File: config.mk
export PLATFORM = sky130hd
export DESIGN_NAME = sieve_prime_root_offset
export DESIGN_NICKNAME = d
export VERILOG_FILES = /design/src/spro_pkg.sv /design/src/spro_alu.sv /design/src/spro_core.sv /design/src/sieve_prime_root_offset.sv
export SDC_FILE = /design/constraint.sdc
export NUM_CORES = 1
export LEC_CHECK = 0
export ABC_AREA = 0
export BUFFER_PORTS_ARGS = -buffer_cell sky130_fd_sc_hd__buf_2
export CORE_MARGIN = 4
export CORE_UTILIZATION = 67
export CTS_CLUSTER_SIZE = 28
export DETAILED_ROUTE_END_ITERATION = 8
export GPL_TIMING_DRIVEN = 0
export PLACE_DENSITY = 0.83
export REMOVE_ABC_BUFFERS = 1
export SYNTH_ARGS = -nofsm -noshare
export SYNTH_HDL_FRONTEND = slang
export SYNTH_HIERARCHICAL = 1
export SYNTH_SLANG_ARGS = --single-unit
export TNS_END_PERCENT = 1
File: constraint.sdc
create_clock -name clk -period 17 [get_ports clk]
set_input_delay 3.4 -clock clk [delete_from_list [all_inputs] [get_ports clk]]
set_output_delay 3.4 -clock clk [all_outputs]
set_load 0.005 [all_outputs]
File: src/spro_pkg.sv
// Shared widths, register indexes and status type for the sieve root/offset block.
package spro_pkg;

    // Fixed field widths.
    localparam int MOD_W   = 31;
    localparam int LL_W    = 64;
    localparam int FIELD_W = 32;

    // Bit counter wide enough to hold the longest dividend length.
    localparam int CNT_W = 7;

    // Configuration register indexes.
    localparam int CFG_IDX_W = 2;
    localparam logic [CFG_IDX_W-1:0] REG_WHEEL = 2'd0;
    localparam logic [CFG_IDX_W-1:0] REG_LOWER = 2'd1;

    // Reset values of the configuration registers.
    localparam logic [MOD_W-1:0] WHEEL_RESET = 31'd2310;
    localparam logic [LL_W-1:0]  LOWER_RESET = 64'd0;

    // Status that the core reports to the stream wrapper.
    typedef struct packed {
        logic idle;
        logic done;
    } spro_stat_t;

endpackage

File: src/spro_alu.sv
// Shared compare/subtract unit: one magnitude subtractor and one signed coefficient subtractor.
module spro_alu #(
    parameter int W = 32
) (
    input  logic [W:0]          a_m,
    input  logic [W:0]          a_s,
    input  logic signed [W+1:0] c_m,
    input  logic signed [W+1:0] c_s,
    output logic                ge,
    output logic [W:0]          diff,
    output logic signed [W+1:0] cdiff
);

    logic [W+1:0] wide_diff;

    // The borrow out of the extended subtraction gives the compare result.
    assign wide_diff = {1'b0, a_m} - {1'b0, a_s};
    assign ge        = ~wide_diff[W+1];
    assign diff      = wide_diff[W:0];

    // Coefficient track of the extended Euclidean steps.
    assign cdiff = c_m - c_s;

endmodule

File: src/spro_core.sv
// Sequencer and data registers: two restoring remainders and a shift-subtract extended Euclid.
module spro_core #(
    parameter int W = 32
) (
    input  logic                        clk,
    input  logic                        rst_n,
    input  logic                        start,
    input  logic [W-1:0]                prime,
    input  logic [spro_pkg::MOD_W-1:0]  wheel,
    input  logic [spro_pkg::LL_W-1:0]   lower,
    input  logic                        take,
    output spro_pkg::spro_stat_t        stat,
    output logic [W-1:0]                root,
    output logic [W-1:0]                residue
);
    import spro_pkg::*;

    localparam int KW = $clog2(W);

    // Sequencer state codes.
    localparam logic [2:0] S_IDLE   = 3'd0;
    localparam logic [2:0] S_MODW   = 3'd1;
    localparam logic [2:0] S_ALIGN  = 3'd2;
    localparam logic [2:0] S_REDUCE = 3'd3;
    localparam logic [2:0] S_INV    = 3'd4;
    localparam logic [2:0] S_ROOT   = 3'd5;
    localparam logic [2:0] S_MODL   = 3'd6;
    localparam logic [2:0] S_DONE   = 3'd7;

    logic [2:0]          state_reg, state_next;
    logic [W-1:0]        p_reg, p_next;
    logic [LL_W-1:0]     dvd_reg, dvd_next;
    logic [CNT_W-1:0]    cnt_reg, cnt_next;
    logic [W-1:0]        rem_reg, rem_next;
    logic [W-1:0]        r0_reg, r0_next;
    logic [W-1:0]        r1_reg, r1_next;
    logic [W:0]          s_reg, s_next;
    logic signed [W+1:0] t0_reg, t0_next;
    logic signed [W+1:0] t1_reg, t1_next;
    logic signed [W+1:0] ts_reg, ts_next;
    logic [KW-1:0]       k_reg, k_next;

    logic [W:0]          a_m, a_s, diff;
    logic signed [W+1:0] c_m, c_s, cdiff;
    logic                ge;
    logic [W-1:0]        rem_step;
    logic [W-1:0]        nr0;
    logic signed [W+1:0] nt0;

    spro_alu #(.W(W)) u_alu (
        .a_m   (a_m),
        .a_s   (a_s),
        .c_m   (c_m),
        .c_s   (c_s),
        .ge    (ge),
        .diff  (diff),
        .cdiff (cdiff)
    );

    // Operand selection for the shared unit.
    always_comb
    begin
        a_m = '0;
        a_s = '0;
        c_m = '0;
        c_s = '0;
        case (state_reg)
            S_MODW, S_MODL:
            begin
                a_m = {rem_reg, dvd_reg[LL_W-1]};
                a_s = {1'b0, p_reg};
            end
            S_ALIGN:
            begin
                a_m = {1'b0, r0_reg};
                a_s = {s_reg[W-1:0], 1'b0};
            end
            S_REDUCE:
            begin
                a_m = {1'b0, r0_reg};
                a_s = s_reg;
                c_m = t0_reg;
                c_s = ts_reg;
            end
            S_INV:
            begin
                c_m = t0_reg;
                c_s = -$signed({2'b00, p_reg});
            end
            S_ROOT:
            begin
                a_m = {1'b0, p_reg};
                a_s = {1'b0, r1_reg};
            end
            default:
            begin
                a_m = '0;
            end
        endcase
    end

    // One restoring remainder step; both outcomes stay below the prime.
    assign rem_step = ge ? diff[W-1:0] : a_m[W-1:0];

    // One shift-subtract step of the Euclidean reduction.
    assign nr0 = ge ? diff[W-1:0] : r0_reg;
    assign nt0 = ge ? cdiff : t0_reg;

    // Sequencer.
    always_comb
    begin
        state_next = state_reg;
        p_next     = p_reg;
        dvd_next   = dvd_reg;
        cnt_next   = cnt_reg;
        rem_next   = rem_reg;
        r0_next    = r0_reg;
        r1_next    = r1_reg;
        s_next     = s_reg;
        t0_next    = t0_reg;
        t1_next    = t1_reg;
        ts_next    = ts_reg;
        k_next     = k_reg;
        case (state_reg)
            S_IDLE:
            begin
                if (start)
                begin
                    p_next = prime;
                    if (prime == '0)
                    begin
                        r0_next    = '0;
                        rem_next   = '0;
                        state_next = S_DONE;
                    end
                    else
                    begin
                        dvd_next   = {wheel, {(LL_W-MOD_W){1'b0}}};
                        cnt_next   = CNT_W'(MOD_W);
                        rem_next   = '0;
                        state_next = S_MODW;
                    end
                end
            end
            S_MODW:
            begin
                rem_next = rem_step;
                dvd_next = {dvd_reg[LL_W-2:0], 1'b0};
                cnt_next = cnt_reg - CNT_W'(1);
                if (cnt_reg == CNT_W'(1))
                begin
                    // Start Euclid with r0 = p, r1 = wheel mod p.
                    r0_next = p_reg;
                    r1_next = rem_step;
                    t0_next = '0;
                    t1_next = (W+2)'(1);
                    s_next  = {1'b0, rem_step};
                    ts_next = (W+2)'(1);
                    k_next  = '0;
                    state_next = (rem_step == '0) ? S_INV : S_ALIGN;
                end
            end
            S_ALIGN:
            begin
                // Double the divisor while it still fits under r0.
                if (ge)
                begin
                    s_next  = {s_reg[W-1:0], 1'b0};
                    ts_next = ts_reg <<< 1;
                    k_next  = k_reg + KW'(1);
                end
                else
                begin
                    state_next = S_REDUCE;
                end
            end
            S_REDUCE:
            begin
                if (k_reg == '0)
                begin
                    // Quotient finished: rotate the remainder sequence.
                    r0_next = r1_reg;
                    r1_next = nr0;
                    t0_next = t1_reg;
                    t1_next = nt0;
                    s_next  = {1'b0, nr0};
                    ts_next = nt0;
                    state_next = (nr0 == '0) ? S_INV : S_ALIGN;
                end
                else
                begin
                    r0_next = nr0;
                    t0_next = nt0;
                    s_next  = s_reg >> 1;
                    ts_next = ts_reg >>> 1;
                    k_next  = k_reg - KW'(1);
                end
            end
            S_INV:
            begin
                // No inverse unless the gcd is one; fold a negative coefficient into range.
                if (r0_reg != W'(1))
                begin
                    r1_next = '0;
                end
                else if (t0_reg[W+1])
                begin
                    r1_next = cdiff[W-1:0];
                end
                else
                begin
                    r1_next = t0_reg[W-1:0];
                end
                state_next = S_ROOT;
            end
            S_ROOT:
            begin
                r0_next    = diff[W-1:0];
                dvd_next   = lower + LL_W'(1);
                cnt_next   = CNT_W'(LL_W);
                rem_next   = '0;
                state_next = S_MODL;
            end
            S_MODL:
            begin
                rem_next = rem_step;
                dvd_next = {dvd_reg[LL_W-2:0], 1'b0};
                cnt_next = cnt_reg - CNT_W'(1);
                if (cnt_reg == CNT_W'(1))
                begin
                    state_next = S_DONE;
                end
            end
            S_DONE:
            begin
                if (take)
                begin
                    state_next = S_IDLE;
                end
            end
            default:
            begin
                state_next = S_IDLE;
            end
        endcase
    end

    // Control state.
    always_ff @(posedge clk or negedge rst_n)
    begin
        if (!rst_n)
        begin
            state_reg <= S_IDLE;
        end
        else
        begin
            state_reg <= state_next;
        end
    end

    // Data registers.
    always_ff @(posedge clk)
    begin
        p_reg   <= p_next;
        dvd_reg <= dvd_next;
        cnt_reg <= cnt_next;
        rem_reg <= rem_next;
        r0_reg  <= r0_next;
        r1_reg  <= r1_next;
        s_reg   <= s_next;
        t0_reg  <= t0_next;
        t1_reg  <= t1_next;
        ts_reg  <= ts_next;
        k_reg   <= k_next;
    end

    assign stat.idle = (state_reg == S_IDLE);
    assign stat.done = (state_reg == S_DONE);
    assign root      = r0_reg;
    assign residue   = rem_reg;

endmodule

File: src/sieve_prime_root_offset.sv
// Each word is reduced: wheel modulus mod the prime bit by bit, a shift-subtract extended Euclid
// (skipped when the wheel modulus reduces to zero), the inverse and root, then lower + 1 mod the
// prime, all on the single shared subtract/compare unit; a zero prime goes straight to the result.
// Throughput: one word at a time; a new word is taken once the core hands its result onward.
// Reset: rst_n is asynchronous and active low; it empties the pipeline and restores the
// wheel modulus to 2310 and the lower limit to 0.
module sieve_prime_root_offset #(
    parameter int PRIME_WIDTH = 32
) (
    input  logic                              clk,
    input  logic                              rst_n,
    input  logic                              s_axis_tvalid,
    output logic                              s_axis_tready,
    input  logic [spro_pkg::FIELD_W-1:0]      s_axis_tdata,   // [31:0] prime
    output logic                              m_axis_tvalid,
    input  logic                              m_axis_tready,
    output logic [2*spro_pkg::FIELD_W-1:0]    m_axis_tdata,   // [31:0] root, [63:32] start_residue
    input  logic                              cfg_we,
    input  logic [spro_pkg::CFG_IDX_W-1:0]    cfg_index,
    input  logic [spro_pkg::LL_W-1:0]         cfg_data
);
    import spro_pkg::*;

    logic [MOD_W-1:0]       wheel_reg;
    logic [LL_W-1:0]        lower_reg;
    logic                   out_valid_reg, out_valid_next;
    logic [2*FIELD_W-1:0]   out_data_reg, out_data_next;
    spro_stat_t             stat;
    logic                   out_load;
    logic                   core_start;
    logic [PRIME_WIDTH-1:0] core_root;
    logic [PRIME_WIDTH-1:0] core_residue;

    // Configuration registers; writes beyond the list are dropped.
    always_ff @(posedge clk or negedge rst_n)
    begin
        if (!rst_n)
        begin
            wheel_reg <= WHEEL_RESET;
            lower_reg <= LOWER_RESET;
        end
        else if (cfg_we)
        begin
            case (cfg_index)
                REG_WHEEL: wheel_reg <= cfg_data[MOD_W-1:0];
                REG_LOWER: lower_reg <= cfg_data;
                default:   wheel_reg <= wheel_reg;
            endcase
        end
    end

    // Input handshake: only an idle core takes a word.
    assign s_axis_tready = stat.idle;
    assign core_start    = s_axis_tvalid & stat.idle;

    // The output register takes a finished result whenever it is empty or being drained.
    assign out_load = stat.done & (~out_valid_reg | m_axis_tready);

    spro_core #(.W(PRIME_WIDTH)) u_core (
        .clk     (clk),
        .rst_n   (rst_n),
        .start   (core_start),
        .prime   (s_axis_tdata[PRIME_WIDTH-1:0]),
        .wheel   (wheel_reg),
        .lower   (lower_reg),
        .take    (out_load),
        .stat    (stat),
        .root    (core_root),
        .residue (core_residue)
    );

    // Output register next values.
    always_comb
    begin
        out_valid_next = out_valid_reg;
        out_data_next  = out_data_reg;
        if (out_load)
        begin
            out_valid_next = 1'b1;
            out_data_next  = {FIELD_W'(core_residue), FIELD_W'(core_root)};
        end
        else if (m_axis_tready)
        begin
            out_valid_next = 1'b0;
        end
    end

    always_ff @(posedge clk or negedge rst_n)
    begin
        if (!rst_n)
        begin
            out_valid_reg <= 1'b0;
        end
        else
        begin
            out_valid_reg <= out_valid_next;
        end
    end

    always_ff @(posedge clk)
    begin
        out_data_reg <= out_data_next;
    end

    assign m_axis_tvalid = out_valid_reg;
    assign m_axis_tdata  = out_data_reg;

`ifndef ASSERT_OFF
    // A result handed over by the core shows up on the output.
    a_load_shows: assert property (@(posedge clk) disable iff (!rst_n)
        out_load |=> m_axis_tvalid)
        else $error("result taken from core did not reach the output");

    // An accepted word keeps the core busy in the following cycle.
    a_busy_after_accept: assert property (@(posedge clk) disable iff (!rst_n)
        s_axis_tvalid && s_axis_tready |=> !s_axis_tready)
        else $error("input accepted twice in a row");

    // No new word is taken while the core still holds a result.
    a_no_accept_when_done: assert property (@(posedge clk) disable iff (!rst_n)
        stat.done |-> !s_axis_tready)
        else $error("input ready while core result pending");
`endif

endmodule

==> out/results.ini <==
[min_path]
hold_class=register to register
hold-path-endpoint=m_axis_tdata[34]$_DFFE_PP_
hold_start=u_core/residue[2]$_SDFFCE_PP0P_
hold_depth=0

[setup_path]
cp_data_arrival_time_ns=8.91
regToRegEndpoint=u_core/state_reg[1]$_DFFE_PN0P_
path_depth=20
path_common_cell=buf_16
max_stage_delay_ns=1.09
required_ns=17.49
r2r_slack_ns=8.58
rr_worst_depth=20
endpoint_kind=register
crit_type=register to register
crit_fanout=63
cp_slowest_cell=dfrtp_4
start_kind=register
critPathTopFamily=compound AO/OA/AOI/OAI gates
r2r-start=u_core/state_reg[1]$_DFFE_PN0P_
path_buf_inv=3
path_cells=nand2b_4 -> buf_12 -> o221ai_1 -> ha_1 -> o21a_1 -> o31a_1 -> a31o_2 -> a211o_1 -> a31oi_1 -> a211oi_1 -> nand3_1 -> nand2_4 -> buf_16 -> buf_16 -> nor3_1 -> a221oi_1 -> nand4_1 -> or4_1 -> o21ai_0 -> a21boi_1

[detailed_routing]
drc=0
num_vias=26400
wl_per_cell_um=24.5
drtAntennaViolNets=0
drtPass1Iterations=6
via_per_inst=6.98
drt_iter0_markers=3969
postRouteWirelength_um=92800

[cts]
cts_max_level=2
clk_pin_slew_worst_paths_ns=0.07
clk_path_buf_depth=3
cts_resized=0
cts_hold_buf=0
clock_sinks=502
cts_buffers=53
insertion_delay_ns=0.63
postCtsSetupRepairBufs=0
cts_tree=done
cts_root_buf=clkbuf_16

[finish]
nFillCells=3003
regArea_sq_um=14600
drive_gt1_share_pct=14.4
antenna_cells=0
multi_input_area_sq_um=15200
final_nets=3315
fin_cells=3784
area_delta_synth_final_pct=11.7

[sta]
fin_skew_ns=0.0404
final.setup.tns_ns=0
holdWs_ns=0.493
fin_crit_ns=8.42
tightest_slew_ns=1.35
rsz0062_at_grt=no
max_clock_freq_ghz=0.119
drv_slew=0
min_period_over_period_pct=49.6
relSlewSlack_pct=9.96
hold_viol_final=0
post-route-worst-setup-slack_ns=8.58
setup_viol=0

[die]
start_util_pct=67.9
die_area_sq_um=49600
core_sq_um=45500
rows=78
chipWidth_um=223
die_h_um=223
io_pins=169

[placement]
finalWeightedCongestion=0.983
dp.cells=3683
hpwl_um=63000
dpl_worst_slack_ns=8.87
port_buffers=168

[job]
drv_cap=0

[global_route]
grt_max_degree=92
grt_antenna_before_repair=1
groute.usage.overall_pct=36.1
grt_pass1_wl_um=143000
grt_pass1_vias=25400
grt-ovfl-total=0

[synth]
ys_warn_count=6
syn_area_sq_um=30900
syn_avg_cell_area_sq_um=10.0
syn_inst=3077

[outcome]
status=complete, no violations

stage by stage:
| stage | utilization, % | cell area, sq um |
|---|---|---|
| 6_report | 75.9 | 34500 |
| 5_1_grt | 75.9 | 34500 |
| 4_1_cts | 75.9 | 34500 |
| 3_5_place_dp | 71.9 | 32700 |
| 3_3_place_gp | 69.5 | 31600 |
| 2_1_floorplan | - | 30000 |
worst reg2reg max path: stages, from the launching register on:
cell,delay [ns]
dfrtp_4,1.09
nand2b_4,0.87
buf_12,0.33
o221ai_1,0.27
ha_1,0.42
o21a_1,0.15
o31a_1,0.24
a31o_2,0.27
a211o_1,0.21
a31oi_1,0.18
a211oi_1,0.61
nand3_1,0.24
nand2_4,0.25
buf_16,0.37
buf_16,0.39
nor3_1,0.19
a221oi_1,0.70
nand4_1,0.44
or4_1,0.72
o21ai_0,0.26
a21boi_1,0.10
worst max-delay path by stage:
stage | end | startpoint
3_5_place_dp | u_core/state_reg[1]$_DFFE_PN0P_ | u_core/state_reg[1]$_DFFE_PN0P_
5_1_grt | u_core/state_reg[1]$_DFFE_PN0P_ | u_core/state_reg[2]$_DFFE_PN0P_
4_1_cts | u_core/state_reg[1]$_DFFE_PN0P_ | u_core/state_reg[1]$_DFFE_PN0P_
6_report | u_core/state_reg[1]$_DFFE_PN0P_ | u_core/state_reg[1]$_DFFE_PN0P_
2_1_floorplan | u_core/state_reg[1]$_DFFE_PN0P_ | u_core/state_reg[2]$_DFFE_PN0P_
3_3_place_gp | u_core/state_reg[1]$_DFFE_PN0P_ | u_core/state_reg[0]$_DFFE_PN0P_
layout by cell type (no fill, tap or decap), types with 71 or more instances in the layout:
cell type / count
xnor2_1: 87
dfrtp_1: 92
o22ai_1: 71
nor2_1: 260
o21ai_0: 209
inv_1: 96
a21oi_1: 249
buf_2: 167
nand2_1: 249
nor2b_1: 93
edfxtp_1: 403
mux2i_1: 130
ha_1: 71
routing by layer:
metal / routed length (um) / up-vias / GRT usage (%)
li1: - / 11600 / -
met1: 33200 / 12500 / 45.8
met2: 42200 / 1833 / 56.9
met3: 10600 / 435 / 7.65
met4: 6710 / 2 / 22.3
met5: 13 / - / 0
final cells by class:
| class | instances | area share, % |
|---|---|---|
| flip-flops and latches | 502 | 42.3 |
| inverters | 99 | 1.09 |
| multi-input cells | 2269 | 44.1 |
| clock buffers | 76 | 4.67 |
| well taps | 600 | 2.17 |
| repair buffers | 214 | 5.06 |
| clock inverters | 24 | 0.623 |
Power is left out: the tool's default activity adds up to more than one toggle a clock period on the data nets, which glitch-free logic cannot reach.
